--- src/hw/rtl/assert_macros.svh ---
// Assertion macros used by the top-level RTL file of the attenuator.
`ifndef ASSERT_MACROS_SVH
`define ASSERT_MACROS_SVH
`ifndef SYNTHESIS
// check an expression on every clock edge out of reset
`define DVA_ASSERT(lbl, expr) \
	lbl: assert property (@(posedge clk) disable iff (!arst_n) (expr)) \
		else $error("assertion failed");
// check that a condition implies a consequence on the same edge
`define DVA_ASSERT_IMPL(lbl, cond, cons) \
	lbl: assert property (@(posedge clk) disable iff (!arst_n) (cond) |-> (cons)) \
		else $error("assertion failed");
`else
`define DVA_ASSERT(lbl, expr)
`define DVA_ASSERT_IMPL(lbl, cond, cons)
`endif
`endif

--- src/hw/rtl/dva_pkg.sv ---
// Package: widths, codes, reset values and the pipeline tag of the attenuator.
package dva_pkg;
	localparam int RANGE_BITS     = 19;
	localparam int LEVEL_BITS     = 8;
	localparam int ACTION_BITS    = 3;
	localparam int VOL_BITS       = 8;
	localparam int SCALED_BITS    = 9;
	localparam int CFG_INDEX_BITS = 3;

	localparam int DEF_COORD_BITS      = 20;
	localparam int DEF_RATIO_FRAC_BITS = 16;
	localparam int DEF_FULL_VOLUME     = 128;

	// sound kinds
	localparam logic [ACTION_BITS-1:0] ACT_EXPLOSION    = 3'd0;
	localparam logic [ACTION_BITS-1:0] ACT_COLLISION    = 3'd1;
	localparam logic [ACTION_BITS-1:0] ACT_ENGINE_START = 3'd2;
	localparam logic [ACTION_BITS-1:0] ACT_ENGINE_UPD   = 3'd3;
	localparam logic [ACTION_BITS-1:0] ACT_MAIN_ENGINE  = 3'd4;

	// register indexes
	localparam logic [CFG_INDEX_BITS-1:0] REG_MASTER     = 3'd0;
	localparam logic [CFG_INDEX_BITS-1:0] REG_EXPL_RANGE = 3'd1;
	localparam logic [CFG_INDEX_BITS-1:0] REG_COLL_RANGE = 3'd2;
	localparam logic [CFG_INDEX_BITS-1:0] REG_ENG_RANGE  = 3'd3;
	localparam logic [CFG_INDEX_BITS-1:0] REG_MAIN_LEVEL = 3'd4;

	// reset values
	localparam logic [LEVEL_BITS-1:0] RST_MASTER     = 8'd64;
	localparam logic [RANGE_BITS-1:0] RST_EXPL_RANGE = 19'd4096;
	localparam logic [RANGE_BITS-1:0] RST_COLL_RANGE = 19'd2048;
	localparam logic [RANGE_BITS-1:0] RST_ENG_RANGE  = 19'd2048;
	localparam logic [LEVEL_BITS-1:0] RST_MAIN_LEVEL = 8'd64;

	localparam logic [SCALED_BITS-1:0] SCALED_MAX = 9'd511;

	// side information that travels with each word down the pipeline
	typedef struct packed {
		logic [ACTION_BITS-1:0] action;
		logic [RANGE_BITS-1:0]  range;
		logic                   far;
		logic                   whole;  // source on the listener: ratio is exactly one
	} dva_tag_t;
endpackage

--- src/hw/rtl/dva_div.sv ---
// Pipelined restoring divider for a fraction num/den with num < den, one bit per stage.
module dva_div import dva_pkg::*; #(
	parameter int NB = RANGE_BITS,
	parameter int QB = DEF_RATIO_FRAC_BITS,
	parameter int TW = 1
) (
	input  logic          clk,
	input  logic          arst_n,
	input  logic          in_valid,
	input  logic [NB-1:0] in_num,
	input  logic [NB-1:0] in_den,
	input  logic [TW-1:0] in_tag,
	output logic          out_valid,
	output logic [QB-1:0] out_quot,
	output logic [TW-1:0] out_tag
);
	logic          vld_s [QB];
	logic [NB-1:0] rem_s [QB];
	logic [NB-1:0] den_s [QB];
	logic [QB-1:0] q_s   [QB];
	logic [TW-1:0] tag_s [QB];

	logic          nvld [QB];
	logic [NB-1:0] nrem [QB];
	logic [NB-1:0] nden [QB];
	logic [QB-1:0] nq   [QB];
	logic [TW-1:0] ntag [QB];
	logic [NB-1:0] prem [QB];
	logic [QB-1:0] pq   [QB];
	logic [NB:0]   t    [QB];
	logic          ge   [QB];

	// shift remainder, subtract divisor where it fits, shift the bit into the quotient
	always_comb begin
		for (int k = 0; k < QB; k++) begin
			if (k == 0) begin
				prem[k] = in_num;
				pq[k]   = '0;
				nden[k] = in_den;
				ntag[k] = in_tag;
				nvld[k] = in_valid;
			end else begin
				prem[k] = rem_s[k-1];
				pq[k]   = q_s[k-1];
				nden[k] = den_s[k-1];
				ntag[k] = tag_s[k-1];
				nvld[k] = vld_s[k-1];
			end
			t[k]  = {prem[k], 1'b0};
			ge[k] = t[k] >= {1'b0, nden[k]};
			nrem[k] = ge[k] ? NB'(t[k] - {1'b0, nden[k]}) : t[k][NB-1:0];
			nq[k]   = {pq[k][QB-2:0], ge[k]};
		end
	end

	always_ff @(posedge clk or negedge arst_n) begin
		if (!arst_n) begin
			for (int k = 0; k < QB; k++) vld_s[k] <= 1'b0;
		end else begin
			for (int k = 0; k < QB; k++) vld_s[k] <= nvld[k];
		end
	end

	always_ff @(posedge clk) begin
		for (int k = 0; k < QB; k++) begin
			rem_s[k] <= nrem[k];
			den_s[k] <= nden[k];
			q_s[k]   <= nq[k];
			tag_s[k] <= ntag[k];
		end
	end

	assign out_valid = vld_s[QB-1];
	assign out_quot  = q_s[QB-1];
	assign out_tag   = tag_s[QB-1];
endmodule

--- config.mk ---
export PLATFORM = sky130hd
export DESIGN_NAME = dva_div
export DESIGN_NICKNAME = d
export VERILOG_FILES = /design/src/hw/rtl/assert_macros.svh /design/src/hw/rtl/dva_pkg.sv /design/src/hw/rtl/dva_div.sv
export SDC_FILE = /design/constraint.sdc
export NUM_CORES = 1
export LEC_CHECK = 0
export BUFFER_PORTS_ARGS = -buffer_cell sky130_fd_sc_hd__buf_2
export CORE_MARGIN = 2
export CORE_UTILIZATION = 34
export DETAILED_ROUTE_END_ITERATION = 8
export PLACE_DENSITY = 0.45
export SETUP_SLACK_MARGIN = 0.4
export SLEW_MARGIN = 15
export SYNTH_ARGS = -nofsm -noshare
export SYNTH_HDL_FRONTEND = slang
export SYNTH_SLANG_ARGS = --single-unit
--- constraint.sdc ---
create_clock -name clk -period 4.6 [get_ports clk]
set_input_delay 0.92 -clock clk [delete_from_list [all_inputs] [get_ports clk]]
set_output_delay 0.92 -clock clk [all_outputs]
set_load 0.02 [all_outputs]
Word level (Yosys, flattened, before mapping) --
Memory sizes are Yosys's and may differ from the RTL's. Cells that the tools add are included.
Storage, ports and cells: memories kept 4, input port bits 42, RAM bits 880, logic and storage cells 68, flip-flop bits (word level) 16
Memory list:
- den_s | depth 16, width 19, rd ports 15, clocked after memory_dff 0, write ports 16, line dva_div.sv:19 | logic [NB-1:0] den_s [QB];
- rem_s | depth 16, width 19, rd ports 15, clocked after memory_dff 0, write ports 16, line dva_div.sv:18 | logic [NB-1:0] rem_s [QB];
- q_s | depth 16, width 16, rd ports 16, clocked after memory_dff 0, write ports 16, line dva_div.sv:20 | logic [QB-1:0] q_s [QB];
- tag_s | depth 16, width 1, rd ports 16, clocked after memory_dff 0, write ports 16, line dva_div.sv:21 | logic [TW-1:0] tag_s [QB];
Operators by class: add/sub/neg operators 16, magnitude comparators 16, mux-type cells 16
Operators with widths (number):
- greater-or-equal comparator 20 x 19 -> 1 bit | 16
- two-way mux 19 bit | 16
- subtractor 19 bit | 16

Depth between registers and ports, before layout --
An unclocked memory read counts as a cell.
depth after elaboration 3, depth in mapped cells 13, gate-level depth less buffers 11

Worst setup path before layout --
OpenSTA, ideal clock, no wires.
path type input -> register, start point input port in_den[0], end point memory rem_s[0][1] in the netlist's numbering, path buffers 0, cell stages on the path 9, required time 4.479 ns, slack 1.309 ns, library setup time 0.121 ns, arrival 3.170 ns, cells stage by stage inv_1 -> fa_1 -> a21o_1 -> a21oi_1 -> o221ai_1 -> o21ai_0 -> a31oi_1 -> a2111oi_4 -> mux2_2
RTL lines:
- from (decl) | line dva_div.sv:11 | input logic [NB-1:0] in_den,
- to (decl) | line dva_div.sv:18

==> out/metrics.yaml <==
synthesis:
  yosys_warnings: 0
  asyncSetResetFlopFracSynth: 0.0217
  synth-edff-count: 0
  synth_flop_cell: "sky130_fd_sc_hd__dfxtp_1"
  synthesis.area_mm2: 0.0324
  avgSynthCellArea_um2: 9.85
  syn_nets: 3645
  yosys.cell_types.count: 84
  synth_seq_area_share: 0.459
  ys_ff_latch: 738
  netlist_instances: 3285
critical_path:
  worstPathCellList: "inv_1 -> fa_1 -> a21o_1 -> a21oi_1 -> o221ai_1 -> a31oi_1 -> o211ai_1 -> o221a_2 -> o32ai_4 -> buf_4 -> mux2_2"
  worst_path_max_delay_cell: "sky130_fd_sc_hd__fa_1"
  required_ns: 5.14
  cp_max_fo: 21
  worst-setup-path-type: "register to register"
  timing.critical_path.to_type: "register"
  r2r-start: "den_s[1][38]"
  worstSetupStartpointType: "register"
  critPathMaxStageDelay_ns: 0.45
  timing.critical_path.arrival_ns: 4.20
  timing.critical_path.from: "den_s[1][38]"
timing:
  final_period_minus_worst_setup_slack_ns: 3.66
  hold-worst-slack_ns: 0.172
  skew_ns: 0.0259
  timing.final.setup_violations: 0
  rsz0062_at_grt: "false"
  timing.fmax_mhz: 273
  setup_total_negative_slack_ns: 0
  maxSlewHeadroom: 0.292
  final_hold_vio_count: 0
  final.period_utilization: 0.797
  post-route-worst-setup-slack_ns: 0.936
  tightestPinTransition_ns: 1.06
  slew_viol_final: 0
clocking:
  insertion_delay_ns: 0.65
  cts_max_level: 3
  tritoncts: "yes"
  post_cts_resized: 0
  cts_inserted_buffers: 87
  clk_pin_slew_worst_paths_ns: 0.06
  clock_root_buffer: "sky130_fd_sc_hd__clkbuf_16"
  clock_sinks: 738
  cts_setup_buffers: 0
  clock_tree.buffer_depth: 3
  ctsHoldBuffers: 0
pwr:
  power-per-cell-area_mw_per_mm2: 803
  logic_gate_share_of_total_power: 0.444
  ir_worst_vdd_mv: 0.319
  p_sw_mw: 10.8
  sequentialPowerShare: 0.325
  leakagePower_nw: 17.1
  overall_power_consumption_mw: 29.7
  clockPowerShare: 0.230
  internal_power_consumption_mw: 18.9
  power_switching_share: 0.364
floorplan:
  core.rowCount: 113
  dieArea_mm2: 0.0977
  dieWidth_um: 313
  design.core.area_mm2: 0.0947
  pin_count: 60
  initial_utilization: 0.342
  die_h_um: 313
route:
  routedWlPerCell_um: 15.0
  route.final.wire_length_mm: 71.1
  ant_nets: 0
  drt_pass1_iterations: 5
  detailedRoute.firstIterationViolations: 1263
  vias: 22100
  viasPerCell: 4.68
  drc: 0
finish:
  utilization: 0.391
  layout_commonest_cell: "sky130_fd_sc_hd__dfxtp_1"
  final_layout_size_suffix_gt1_frac: 0.109
  mostFrequentLayoutCells: "sky130_fd_sc_hd__dfxtp_1 (722), sky130_fd_sc_hd__inv_1 (370), sky130_fd_sc_hd__ha_1 (303)"
  count_of_placed_standard_cells_in_the_final_layout_fillers_left_out: 4731
  finish.net_count: 3755
  num-fill-cells: 9525
  antennaDiodeCount: 0
  synthToLayoutAreaGrowth_pct: 14.5
  stdcell_area_mm2: 0.0370
global_routing:
  maximum_number_of_pins_on_one_net_before_global_route_repair: 37
  antenna_found_initial: 1
  gr-usage-all-layers: 0.146
  grt_pass1_vias: 22100
  first_pass_grt_wire_length_mm: 116
  grt_overflow_total: 0
place:
  dp_hpwl_mm: 55.2
  setup_ws_pre_cts_ns: 0.715
  placed_cell_count: 4571
  portBuffers: 59
  place_congestion: 0.809
  detailed_place.area_mm2: 0.0341
run_status:
  status: "finished, final reports clean"
job:
  cap_viol_max_count: 0
worst_hold_path:
  worstHoldPathType: "primary input to async pin"
-- layer usage --
metal,share of wire,vias up,track usage
met4,0.026,0,0.0447
met5,0,-,0
met2,0.48,319,0.253
met1,0.46,10200,0.186
li1,-,11500,-
met3,0.035,109,0.0259
-- power by group through the flow --
stage          registers (mW)  logic [mW]  clock network, mW
2_1_floorplan            9.35        10.7                  0
3_3_place_gp             9.91        13.2                  0
3_5_place_dp             9.88        13.2                  0
4_1_cts                  9.75        13.3               7.12
5_1_grt                  9.91        14.9               7.38
6_report                 9.67        13.2               6.85
-- area by class of cell --
cell class                 count  area [um^2]  area share
clock inverter                37          429      0.0116
sequential                   738        14900       0.401
timing repair buffer          75          415      0.0112
tap                         1265         1580      0.0427
clock buffer                 123         2470      0.0668
inverter                     371         1390      0.0376
multi-input combinational   2122        15900       0.429
-- critical path: cells and delay by family, from the launching register on --
family | cells | cell delay [ns]
AOI/OAI and AO/OA | 7 | 2.02
adders and majority gates | 1 | 0.45
buffers and inverters | 2 | 0.40
DFF | 1 | 0.33
muxes | 1 | 0.34
-- synthesized netlist by cell type, drive strengths merged, types with 16 or more instances --
master | n | share of area
dfxtp | 722 | 0.45
inv | 371 | 0.043
ha | 303 | 0.12
a21oi | 233 | 0.036
o21ai | 226 | 0.035
nand2 | 224 | 0.026
nor2 | 136 | 0.016
xnor2 | 131 | 0.035
mux2 | 129 | 0.049
a21o | 112 | 0.026
xor2 | 101 | 0.027
nand3 | 50 | 0.0077
nor3 | 43 | 0.0066
nand4 | 37 | 0.0072
nor2b | 37 | 0.0072
clkbuf | 32 | 0.0037
nand2b | 30 | 0.0058
o21a | 30 | 0.0070
o21bai | 27 | 0.0063
a211oi | 23 | 0.0053
a31oi | 23 | 0.0044
and3 | 22 | 0.0043
buf | 22 | 0.0042
and2 | 18 | 0.0035
dfrtp | 16 | 0.012
-- cell families after synthesis --
kind of cell,after synthesis,share of synthesized area
xor+xnor,232,0.0628
fa+ha+maj,318,0.126
compound gates,792,0.156
simple gates,649,0.0957
flops,738,0.459
mux,131,0.0497
buf+inv,425,0.0510
-- path summary, 6_finish.rpt --
check / end / slack (ns) / depth (start not counted)
min in group clk: q_s[1][42] / 0.30 / 0
min reg2reg: q_s[1][42] / 0.30 / 0
max: rem_s[1][58] / 0.94 / 11
max in group asynchronous: nvld[12] / 4.15 / 1
min: nvld[8] / 0.17 / 1
max reg2reg: rem_s[1][58] / 0.94 / 11
-- flip-flops by register name, indices dropped and copies added (netlist names) --
name,cells
rem_s,285
tag_s,16
nvld,15
q_s,136
den_s,285
out_valid,1
Note: power is estimated with default switching activity, not from simulation.
