**config.mk**
```make
export PLATFORM = sky130hd
export DESIGN_NAME = dva_isqrt
export DESIGN_NICKNAME = d
export VERILOG_FILES = /design/src/hw/rtl/assert_macros.svh /design/src/hw/rtl/dva_pkg.sv /design/src/hw/rtl/dva_isqrt.sv
export SDC_FILE = /design/constraint.sdc
export NUM_CORES = 1
export LEC_CHECK = 0
export BUFFER_PORTS_ARGS = -buffer_cell sky130_fd_sc_hd__buf_2
export CAP_MARGIN = 10
export CORE_ASPECT_RATIO = 1.4
export CORE_UTILIZATION = 55
export CTS_CLUSTER_SIZE = 28
export DETAILED_ROUTE_END_ITERATION = 10
export PLACE_DENSITY = 0.78
export SLEW_MARGIN = 20
export SYNTH_ARGS = -nofsm -noshare
export SYNTH_HDL_FRONTEND = slang
export SYNTH_SLANG_ARGS = --single-unit
```
**constraint.sdc**
```tcl
create_clock -name clk -period 2.64 [get_ports clk]
set_input_delay 0.132 -clock clk [delete_from_list [all_inputs] [get_ports clk]]
set_output_delay 0.132 -clock clk [all_outputs]
set_load 0.01 [all_outputs]
```
**src/hw/rtl/assert_macros.svh**
```systemverilog
// Assertion macros used by the top-level RTL file of the attenuator.
`ifndef ASSERT_MACROS_SVH
`define ASSERT_MACROS_SVH
`ifndef SYNTHESIS
// check an expression on every clock edge out of reset
`define DVA_ASSERT(lbl, expr) \
	lbl: assert property (@(posedge clk) disable iff (!arst_n) (expr)) \
		else $error("assertion failed");
// check that a condition implies a consequence on the same edge
`define DVA_ASSERT_IMPL(lbl, cond, cons) \
	lbl: assert property (@(posedge clk) disable iff (!arst_n) (cond) |-> (cons)) \
		else $error("assertion failed");
`else
`define DVA_ASSERT(lbl, expr)
`define DVA_ASSERT_IMPL(lbl, cond, cons)
`endif
`endif

```
**src/hw/rtl/dva_pkg.sv**
```systemverilog
// Package: widths, codes, reset values and the pipeline tag of the attenuator.
package dva_pkg;
	localparam int RANGE_BITS     = 19;
	localparam int LEVEL_BITS     = 8;
	localparam int ACTION_BITS    = 3;
	localparam int VOL_BITS       = 8;
	localparam int SCALED_BITS    = 9;
	localparam int CFG_INDEX_BITS = 3;

	localparam int DEF_COORD_BITS      = 20;
	localparam int DEF_RATIO_FRAC_BITS = 16;
	localparam int DEF_FULL_VOLUME     = 128;

	// sound kinds
	localparam logic [ACTION_BITS-1:0] ACT_EXPLOSION    = 3'd0;
	localparam logic [ACTION_BITS-1:0] ACT_COLLISION    = 3'd1;
	localparam logic [ACTION_BITS-1:0] ACT_ENGINE_START = 3'd2;
	localparam logic [ACTION_BITS-1:0] ACT_ENGINE_UPD   = 3'd3;
	localparam logic [ACTION_BITS-1:0] ACT_MAIN_ENGINE  = 3'd4;

	// register indexes
	localparam logic [CFG_INDEX_BITS-1:0] REG_MASTER     = 3'd0;
	localparam logic [CFG_INDEX_BITS-1:0] REG_EXPL_RANGE = 3'd1;
	localparam logic [CFG_INDEX_BITS-1:0] REG_COLL_RANGE = 3'd2;
	localparam logic [CFG_INDEX_BITS-1:0] REG_ENG_RANGE  = 3'd3;
	localparam logic [CFG_INDEX_BITS-1:0] REG_MAIN_LEVEL = 3'd4;

	// reset values
	localparam logic [LEVEL_BITS-1:0] RST_MASTER     = 8'd64;
	localparam logic [RANGE_BITS-1:0] RST_EXPL_RANGE = 19'd4096;
	localparam logic [RANGE_BITS-1:0] RST_COLL_RANGE = 19'd2048;
	localparam logic [RANGE_BITS-1:0] RST_ENG_RANGE  = 19'd2048;
	localparam logic [LEVEL_BITS-1:0] RST_MAIN_LEVEL = 8'd64;

	localparam logic [SCALED_BITS-1:0] SCALED_MAX = 9'd511;

	// side information that travels with each word down the pipeline
	typedef struct packed {
		logic [ACTION_BITS-1:0] action;
		logic [RANGE_BITS-1:0]  range;
		logic                   far;
		logic                   whole;  // source on the listener: ratio is exactly one
	} dva_tag_t;
endpackage

```
**src/hw/rtl/dva_isqrt.sv**
```systemverilog
// Pipelined integer square root, one root bit per stage.
module dva_isqrt import dva_pkg::*; #(
	parameter int RB = RANGE_BITS,
	parameter int TW = 1
) (
	input  logic            clk,
	input  logic            arst_n,
	input  logic            in_valid,
	input  logic [2*RB-1:0] in_rad,
	input  logic [TW-1:0]   in_tag,
	output logic            out_valid,
	output logic [RB-1:0]   out_root,
	output logic [TW-1:0]   out_tag
);
	logic            vld_s  [RB];
	logic [RB+1:0]   rem_s  [RB];
	logic [RB-1:0]   root_s [RB];
	logic [2*RB-1:0] rad_s  [RB];
	logic [TW-1:0]   tag_s  [RB];

	logic [RB+1:0]   nrem  [RB];
	logic [RB-1:0]   nroot [RB];
	logic [2*RB-1:0] nrad  [RB];
	logic [TW-1:0]   ntag  [RB];
	logic            nvld  [RB];
	logic [RB+1:0]   prem  [RB];
	logic [RB-1:0]   proot [RB];
	logic [2*RB-1:0] prad  [RB];
	logic [RB+3:0]   cur   [RB];
	logic [RB+3:0]   trial [RB];
	logic [RB+3:0]   diff  [RB];

	// one restoring step per stage: bring down two radicand bits, try root*4+1
	always_comb begin
		for (int k = 0; k < RB; k++) begin
			if (k == 0) begin
				prem[k]  = '0;
				proot[k] = '0;
				prad[k]  = in_rad;
				ntag[k]  = in_tag;
				nvld[k]  = in_valid;
			end else begin
				prem[k]  = rem_s[k-1];
				proot[k] = root_s[k-1];
				prad[k]  = rad_s[k-1];
				ntag[k]  = tag_s[k-1];
				nvld[k]  = vld_s[k-1];
			end
			cur[k]   = {prem[k], prad[k][2*RB-1 -: 2]};
			trial[k] = {2'b00, proot[k], 2'b01};
			diff[k]  = cur[k] - trial[k];
			if (cur[k] >= trial[k]) begin
				nrem[k]  = diff[k][RB+1:0];
				nroot[k] = {proot[k][RB-2:0], 1'b1};
			end else begin
				nrem[k]  = cur[k][RB+1:0];
				nroot[k] = {proot[k][RB-2:0], 1'b0};
			end
			nrad[k] = {prad[k][2*RB-3:0], 2'b00};
		end
	end

	always_ff @(posedge clk or negedge arst_n) begin
		if (!arst_n) begin
			for (int k = 0; k < RB; k++) vld_s[k] <= 1'b0;
		end else begin
			for (int k = 0; k < RB; k++) vld_s[k] <= nvld[k];
		end
	end

	always_ff @(posedge clk) begin
		for (int k = 0; k < RB; k++) begin
			rem_s[k]  <= nrem[k];
			root_s[k] <= nroot[k];
			rad_s[k]  <= nrad[k];
			tag_s[k]  <= ntag[k];
		end
	end

	assign out_valid = vld_s[RB-1];
	assign out_root  = root_s[RB-1];
	assign out_tag   = tag_s[RB-1];
endmodule

```
* Word-level counts from Yosys, hierarchy flattened
Memory sizes are Yosys's and may differ from the RTL's.
Cells that the tools add are included.
** Word-level totals
- Bits in registers :: 19
- RAM bits :: 1463
- Output and inout port bits :: 21
- Memories :: 4
** Cells by class
- $add $sub $neg :: 19
- Order comparisons :: 19
- Multiplexer cells :: 38
** Memories
- rad_s :: depth 19, bits a word 36, rd ports 18, clocked after Yosys merged registers in 0, write ports 19, RTL line dva_isqrt.sv:18 : logic [2*RB-1:0] rad_s [RB];
- rem_s :: depth 19, bits a word 21, rd ports 18, clocked after Yosys merged registers in 0, write ports 19, RTL line dva_isqrt.sv:16 : logic [RB+1:0] rem_s [RB];
- root_s :: depth 19, bits a word 19, rd ports 19, clocked after Yosys merged registers in 0, write ports 19, RTL line dva_isqrt.sv:17 : logic [RB-1:0] root_s [RB];
- tag_s :: depth 19, bits a word 1, rd ports 19, clocked after Yosys merged registers in 0, write ports 19, RTL line dva_isqrt.sv:19 : logic [TW-1:0] tag_s [RB];
** Operators with widths (count)
- $ge A23 B21 Y1 :: 18
- $mux W21 :: 19
- $sub A21 B21 Y21 :: 18
- $mux W1 :: 19
- $sub A2 B1 Y3 const B :: 1
- $ge A2 B1 Y1 const B :: 1

* Depth between registers and ports, before layout
Gate-level depths: netlist of the first run.
An unclocked memory read counts as a cell.
- Depth in word-level cells :: 3
- Gate-level depth with buffers :: 12

* Worst setup path after synthesis of the first run
OpenSTA, ideal clock, no wires.
- Path kind :: register to register
- From :: memory root_s[15][0] (netlist name)
- To :: memory rem_s[16][14] (netlist name)
- Setup time :: 121 ps
- Data arrival time :: 2573 ps
- Data required time :: 2519 ps
- Path slack :: -54 ps
- Cell stages (with the launch flop) :: 11
- Clock period less this slack :: 2694 ps
- Cells stage by stage :: dfxtp_1 inv_1 ha_1 o21ai_0 a211oi_1 a21oi_1 a21oi_1 a21bo_2 clkbuf_1 clkbuf_1 mux2_2
** RTL lines (RTL line)
- start: declaration :: dva_isqrt.sv:17
- end: declaration :: dva_isqrt.sv:16

==> results.cfg, run 1 <==
[critical_path]
arrival_ns = 3.12
critical_path_class = register to register
cp_max_fo = 5
end_kind = register
worstSetupStartpointType = register
reg2reg_depth = 9
critPathRequiredTime_ns = 3.17

[routing]
postRouteAntennaNets = 0
routed_wl_mm = 70.6
drt_iter0_drc = 1156
firstDrtPassIters = 6
wl_per_cell_um = 16.5
drc = 0
vias_per_cell = 5.39
num_vias = 23100

[synthesis]
synth_edf_count = 0
ys.flop_type = dfxtp_1
netlist.area_leader.share_pct = 54.7
synth_warnings = 0
ys_ff_latch = 922
synth.most_common_cell = dfxtp_1
synthCells = 3181
yosys-top-cells-area = dfxtp_1 (55%), ha_1 (8.0%), xor2_1 (3.7%), xnor2_1 (3.1%), inv_1 (2.9%)
syn_area_sq_mm = 0.0330
async_flop_share_pct = 2.06
netlist_top_cells_count = dfxtp_1 (903), inv_1 (257), nand2_1 (212)
syn_nets = 3433
postSynthAreaPerCell_sq_um = 10.4
synth_area_leader_cell = dfxtp_1
seq_area_frac_synth_pct = 56.2
yosysUniqueCellTypes = 76

[die]
fp.coreArea_sq_mm = 0.0590
fp-row-count = 105
start_util_pct = 56.0
io_pins = 63
dieArea_sq_mm = 0.0611
dieHeight_um = 292
dieWidth_um = 209

[place]
place_area_sq_mm = 0.0352
port_buffers = 62
hpwl_mm = 51.4
gp_congestion = 0.960

[job]
cap_viol_max_count = 0

[global_routing]
grt_max_degree = 31
grt_pass1_vias = 23800
grt-ovfl-total = 0
grt_pass1_wl_mm = 111
antenna_found_initial = 0
grt_util_all_layers_pct = 22.7

[clock_tree]
cts_tree = built
numClockSinks = 922
cts_buffers = 82
cts.reportedPaths.clkPinSlew_ns = 0.07
cts-root-buf = clkbuf_16
clk_latency_ns = 0.65
htree_levels = 3
clock_path_buffers = 3

[final_layout]
antenna_cells = 0
fin_util_pct = 66.1
syn2layout_area_growth_pct = 17.9
fin_area_sq_mm = 0.0390
layout.nets = 3711
num-fill-cells = 4337
drive_gt1_share_pct = 13.3

[worst_hold_path]
min_path_cells = 2
worstHoldPathType = input pin to register

[sta]
max_clock_freq_ghz = 0.387
final.min_clock_period_ns = 2.59
relSlewSlack_pct = 42.2
finalMaxSlewViolations = 0
finalSetupViolCount = 0
hold_viol = 0
worst_slew_pin_slew_ns = 0.864
fin_skew_ns = 0.0443
finalCritPeriodShare_pct = 98.0

[outcome]
status = finished clean

[power]
powerDensity_mw_per_mm2 = 954
leakagePower_nw = 18.1
ir_worst_vdd_mv = 0.759
==> through the flow <==
stage	worst slack (ns)	instances	hold WS (ns)	total power [mW]	setup TNS [ns]
floorplan	0.00365	3181	-0.164	22.3	0
global placement	-0.0708	4078	0.0706	24.3	-0.148
detailed placement	-0.0867	4078	0.0907	24.5	-0.225
CTS	0.00852	4275	0.0793	37.2	0
global route	-0.0113	4278	0.0997	38.9	-0.0250
finish	0.0528	4278	0.118	37.2	0
==> layer usage <==
layer,share of wire (%),up-vias,GRT usage [%]
met5,0,-,0
met4,7.6,0,17.9
li1,-,11500,-
met3,3.0,271,3.31
met1,31,10800,17.7
met2,58,552,47.7
==> path summary, 6_finish.rpt <==
path	start	to	slack (ns)
max reg2reg	root_s[2][2]	rem_s[3][8]	0.05
min in group asynchronous	arst_n	nvld[2]	0.66
min	in_rad[17]	rad_s[0][17]	0.12
max in group asynchronous	arst_n	nvld[14]	1.43
max	root_s[2][2]	rem_s[3][8]	0.05
min reg2reg	rad_s[6][19]	rad_s[7][21]	0.32
==> sequential cells by signal, indices dropped and copies added, names as in the netlist <==
register   flops
tag_s         19
rad_s        342
nvld          18
root_s       190
rem_s        352
out_valid      1
==> repair_timing <==
item	in CTS	in global routing
resized for setup	8	71
buffers inserted	0	3
pin swaps	0	13
hold buffers	43	0
endpoints found under the hold margin	60	0
endpoints found under the setup margin	14	122
==> logic make-up (layout without fill, tap and decap cells) <==
kind of cell,after synthesis,after routing,share of synthesized area [%]
flip-flops,922,922,56.2
AND/OR/NAND/NOR,821,821,12.4
AO/OA/AOI/OAI,620,620,11.7
buffers and inverters,305,653,3.49
XOR/XNOR,255,255,6.76
adder cells (fa/ha/maj),210,210,7.95
multiplexers,47,47,1.56
other,1,1,0.0114
==> worst max-delay path, cell delays in order (launching register included) <==
cell and delay, ns:
dfxtp_1 0.40, inv_1 0.07, ha_1 0.39, nand4_1 0.21
nor4bb_1 0.21, and3_1 0.21, a2111oi_4 0.45, buf_4 0.21
nand2_1 0.07, xnor2_1 0.25
==> cell usage in the layout (no fill, tap or decap), drive strengths merged, types with 22 or more instances in the layout <==
master | Yosys | routed
ha | 210 | 210
nand4 | 31 | 31
a21o | 41 | 41
o21a | 56 | 56
o21ai | 170 | 170
nor4 | 51 | 51
clkbuf | 39 | 115
or3 | 31 | 31
inv | 257 | 260
xor2 | 138 | 138
nor2b | 33 | 33
mux2 | 36 | 36
dlygate4sd3 | 0 | 43
a21oi | 182 | 182
nand2b | 35 | 35
nor2 | 188 | 188
a31oi | 22 | 22
or4 | 22 | 22
buf | 7 | 197
nand2 | 212 | 212
xnor2 | 117 | 117
nor3 | 90 | 90
dfxtp | 903 | 903
nand3 | 45 | 45
==> power breakdown <==
part	switching, mW	leakage, nW	total (mW)	internal (mW)
clock	5.30	1.42	12.6	7.26
combinational	3.58	8.94	6.73	3.15
sequential	1.67	7.78	17.9	16.2
==> layout make-up <==
cell class	count	area [sq um]	area share (%)
Sequential cell	922	18600	47.6
Multi-Input combinational cell	1954	13700	35.3
Clock buffer	115	2400	6.16
Timing Repair Buffer	240	1800	4.62
Inverter	259	976	2.50
Tap cell	749	937	2.41
Clock inverter	39	548	1.41
Note: power is estimated with default switching activity, not from simulation.
==> run 2: changes to the inputs <==
- MAX_ROUTING_LAYER: unset -> met4
- SKIP_CTS_REPAIR_TIMING: unset -> 1
==> run 2 against run 1 <==
Compared with the run above:
- die area unchanged
- register-to-register slack better by 0.02 ns
- worst setup slack better by 0.020 ns
- flip-flop and latch count unchanged
- global-route usage up 0.17 points
- cell count up 0.14%
- non-clock buffer count up 9
- sequential power about the same
- clock skew up 0.0011 ns
- critical path depth up 2
- core utilization down 0.11 points
- wire length down 1.0%
==> results.cfg, run 2 (synthesis results as in run 1) <==
[outcome]
status = finished clean

[critical_path]
critPathSlowestCell = o31ai_4
r2r_start = root_s[16][1]
slowest_delay_ns = 0.37
r2r_setup_slack_ns = 0.07
end_kind = register
reg2reg_depth = 11
cp_top_family = compound AO/OA/AOI/OAI gates
worstSetupStartpointType = register
cp.buffers_inverters = 3
cp_max_fo = 4
critical_path_class = register to register
critPathRequiredTime_ns = 3.14
arrival_ns = 3.07
path_common_cell = buf_4
worstPathCellList = inv_1 -> ha_1 -> o21a_1 -> a2bb2oi_2 -> a21oi_2 -> a31oi_4 -> o31ai_4 -> buf_4 -> a211oi_2 -> buf_4 -> xor2_1
regToRegEndpoint = rem_s[17][20]

[routing]
firstDrtPassIters = 5
num_vias = 23000
drc = 0
routed_wl_mm = 69.9
postRouteAntennaNets = 0
drt_iter0_drc = 1085
wl_per_cell_um = 16.3
vias_per_cell = 5.37

[sta]
setup_tns_ns = 0
finalCritPeriodShare_pct = 97.2
max_clock_freq_ghz = 0.390
fin_ws_ns = 0.0728
relSlewSlack_pct = 39.5
fin_skew_ns = 0.0455
final.min_clock_period_ns = 2.57
hold_viol = 0
finalMaxSlewViolations = 0
worst_slew_pin_slew_ns = 0.905
finalSetupViolCount = 0

[job]
cap_viol_max_count = 0

[final_layout]
fin_util_pct = 65.9
final_common_cell = dfxtp_1
layout.nets = 3720
fin_area_sq_mm = 0.0389
fin_cells = 4284
largest-register = rem_s
syn2layout_area_growth_pct = 17.7
largest_reg_flops = 352
drive_gt1_share_pct = 13.2
final_cell_mix = dfxtp_1 (902), inv_1 (257), nand2_1 (212), ha_1 (205), nor2_1 (187)
reg.largest.list = rem_s: 352 flops, rad_s: 342 flops, root_s: 190 flops

[global_routing]
grt_pass1_vias = 23200
grt_max_degree = 27
grt_util_all_layers_pct = 22.9
antenna_found_initial = 1
grt_pass1_wl_mm = 108
grt-ovfl-total = 0

[power]
powerDensity_mw_per_mm2 = 943
leakagePower_nw = 18.1
ir_worst_vdd_mv = 0.685

[clock_tree]
cts.reportedPaths.clkPinSlew_ns = 0.07
clock_path_buffers = 3
cts-root-buf = clkbuf_16
clk_latency_ns = 0.65
cts_buffers = 82
cts_tree = built
numClockSinks = 922
htree_levels = 3

[worst_hold_path]
worstHoldPathType = input pin to register
min_path_cells = 2
min-delay-start = in_rad[1]
hold_end = rad_s[0][1]

[place]
hpwl_mm = 51.5
pre_cts_slack_ns = -0.107
port_buffers = 62
place_area_sq_mm = 0.0352
placedCellCount = 4086
gp_congestion = 0.965

[die]
fp-row-count = 105
dieWidth_um = 209
start_util_pct = 56.0
dieHeight_um = 292
io_pins = 63
fp.coreArea_sq_mm = 0.0590
dieArea_sq_mm = 0.0611
==> run 2: worst max-delay path by stage <==
stage                        from            end  slack, ns  cells after the start
floorplan           root_s[11][4]  rem_s[12][11]      0.004                     10
global placement    root_s[16][2]  rem_s[17][20]      -0.12                     10
detailed placement  root_s[16][2]  rem_s[17][20]      -0.11                     10
CTS                 root_s[16][0]  rem_s[17][20]      -0.18                     10
global route         root_s[8][3]    rem_s[9][3]      -0.04                     12
finish              root_s[16][1]  rem_s[17][20]       0.07                     11
==> run 2: cell type report <==
class	count	area [sq um]
Antenna cell	1	2.50
Sequential cell	922	18600
Clock buffer	113	2330
Inverter	259	976
Fill cell	4362	20100
Timing Repair Buffer	249	1880
Tap cell	749	937
Multi-Input combinational cell	1954	13700
Clock inverter	37	473
==> run 2: report_power, final <==
| group | total (mW) | leakage (nW) | internal [mW] | switching (mW) |
|---|---|---|---|---|
| registers | 17.9 | 7.78 | 16.2 | 1.65 |
| logic | 6.75 | 8.99 | 3.18 | 3.57 |
| clock network | 12.1 | 1.37 | 6.87 | 5.19 |
==> run 2: through the flow <==
stage	hold WS [ns]	power (mW)
floorplan	-0.164	22.3
global placement	0.0709	24.3
detailed placement	0.101	24.5
CTS	-0.600	36.7
global route	0.0720	38.6
finish	0.111	36.7
==> run 2: routing by layer <==
layer | part of all wire [%] | routed length (um) | GRT usage, % | vias up
met5 | 0 | 0 | - | -
met4 | 6.3 | 4440 | 14.8 | 0
met3 | 2.8 | 1970 | 3.81 | 247
met2 | 60 | 41700 | 47.9 | 429
met1 | 31 | 21800 | 17.0 | 10800
li1 | - | - | - | 11500
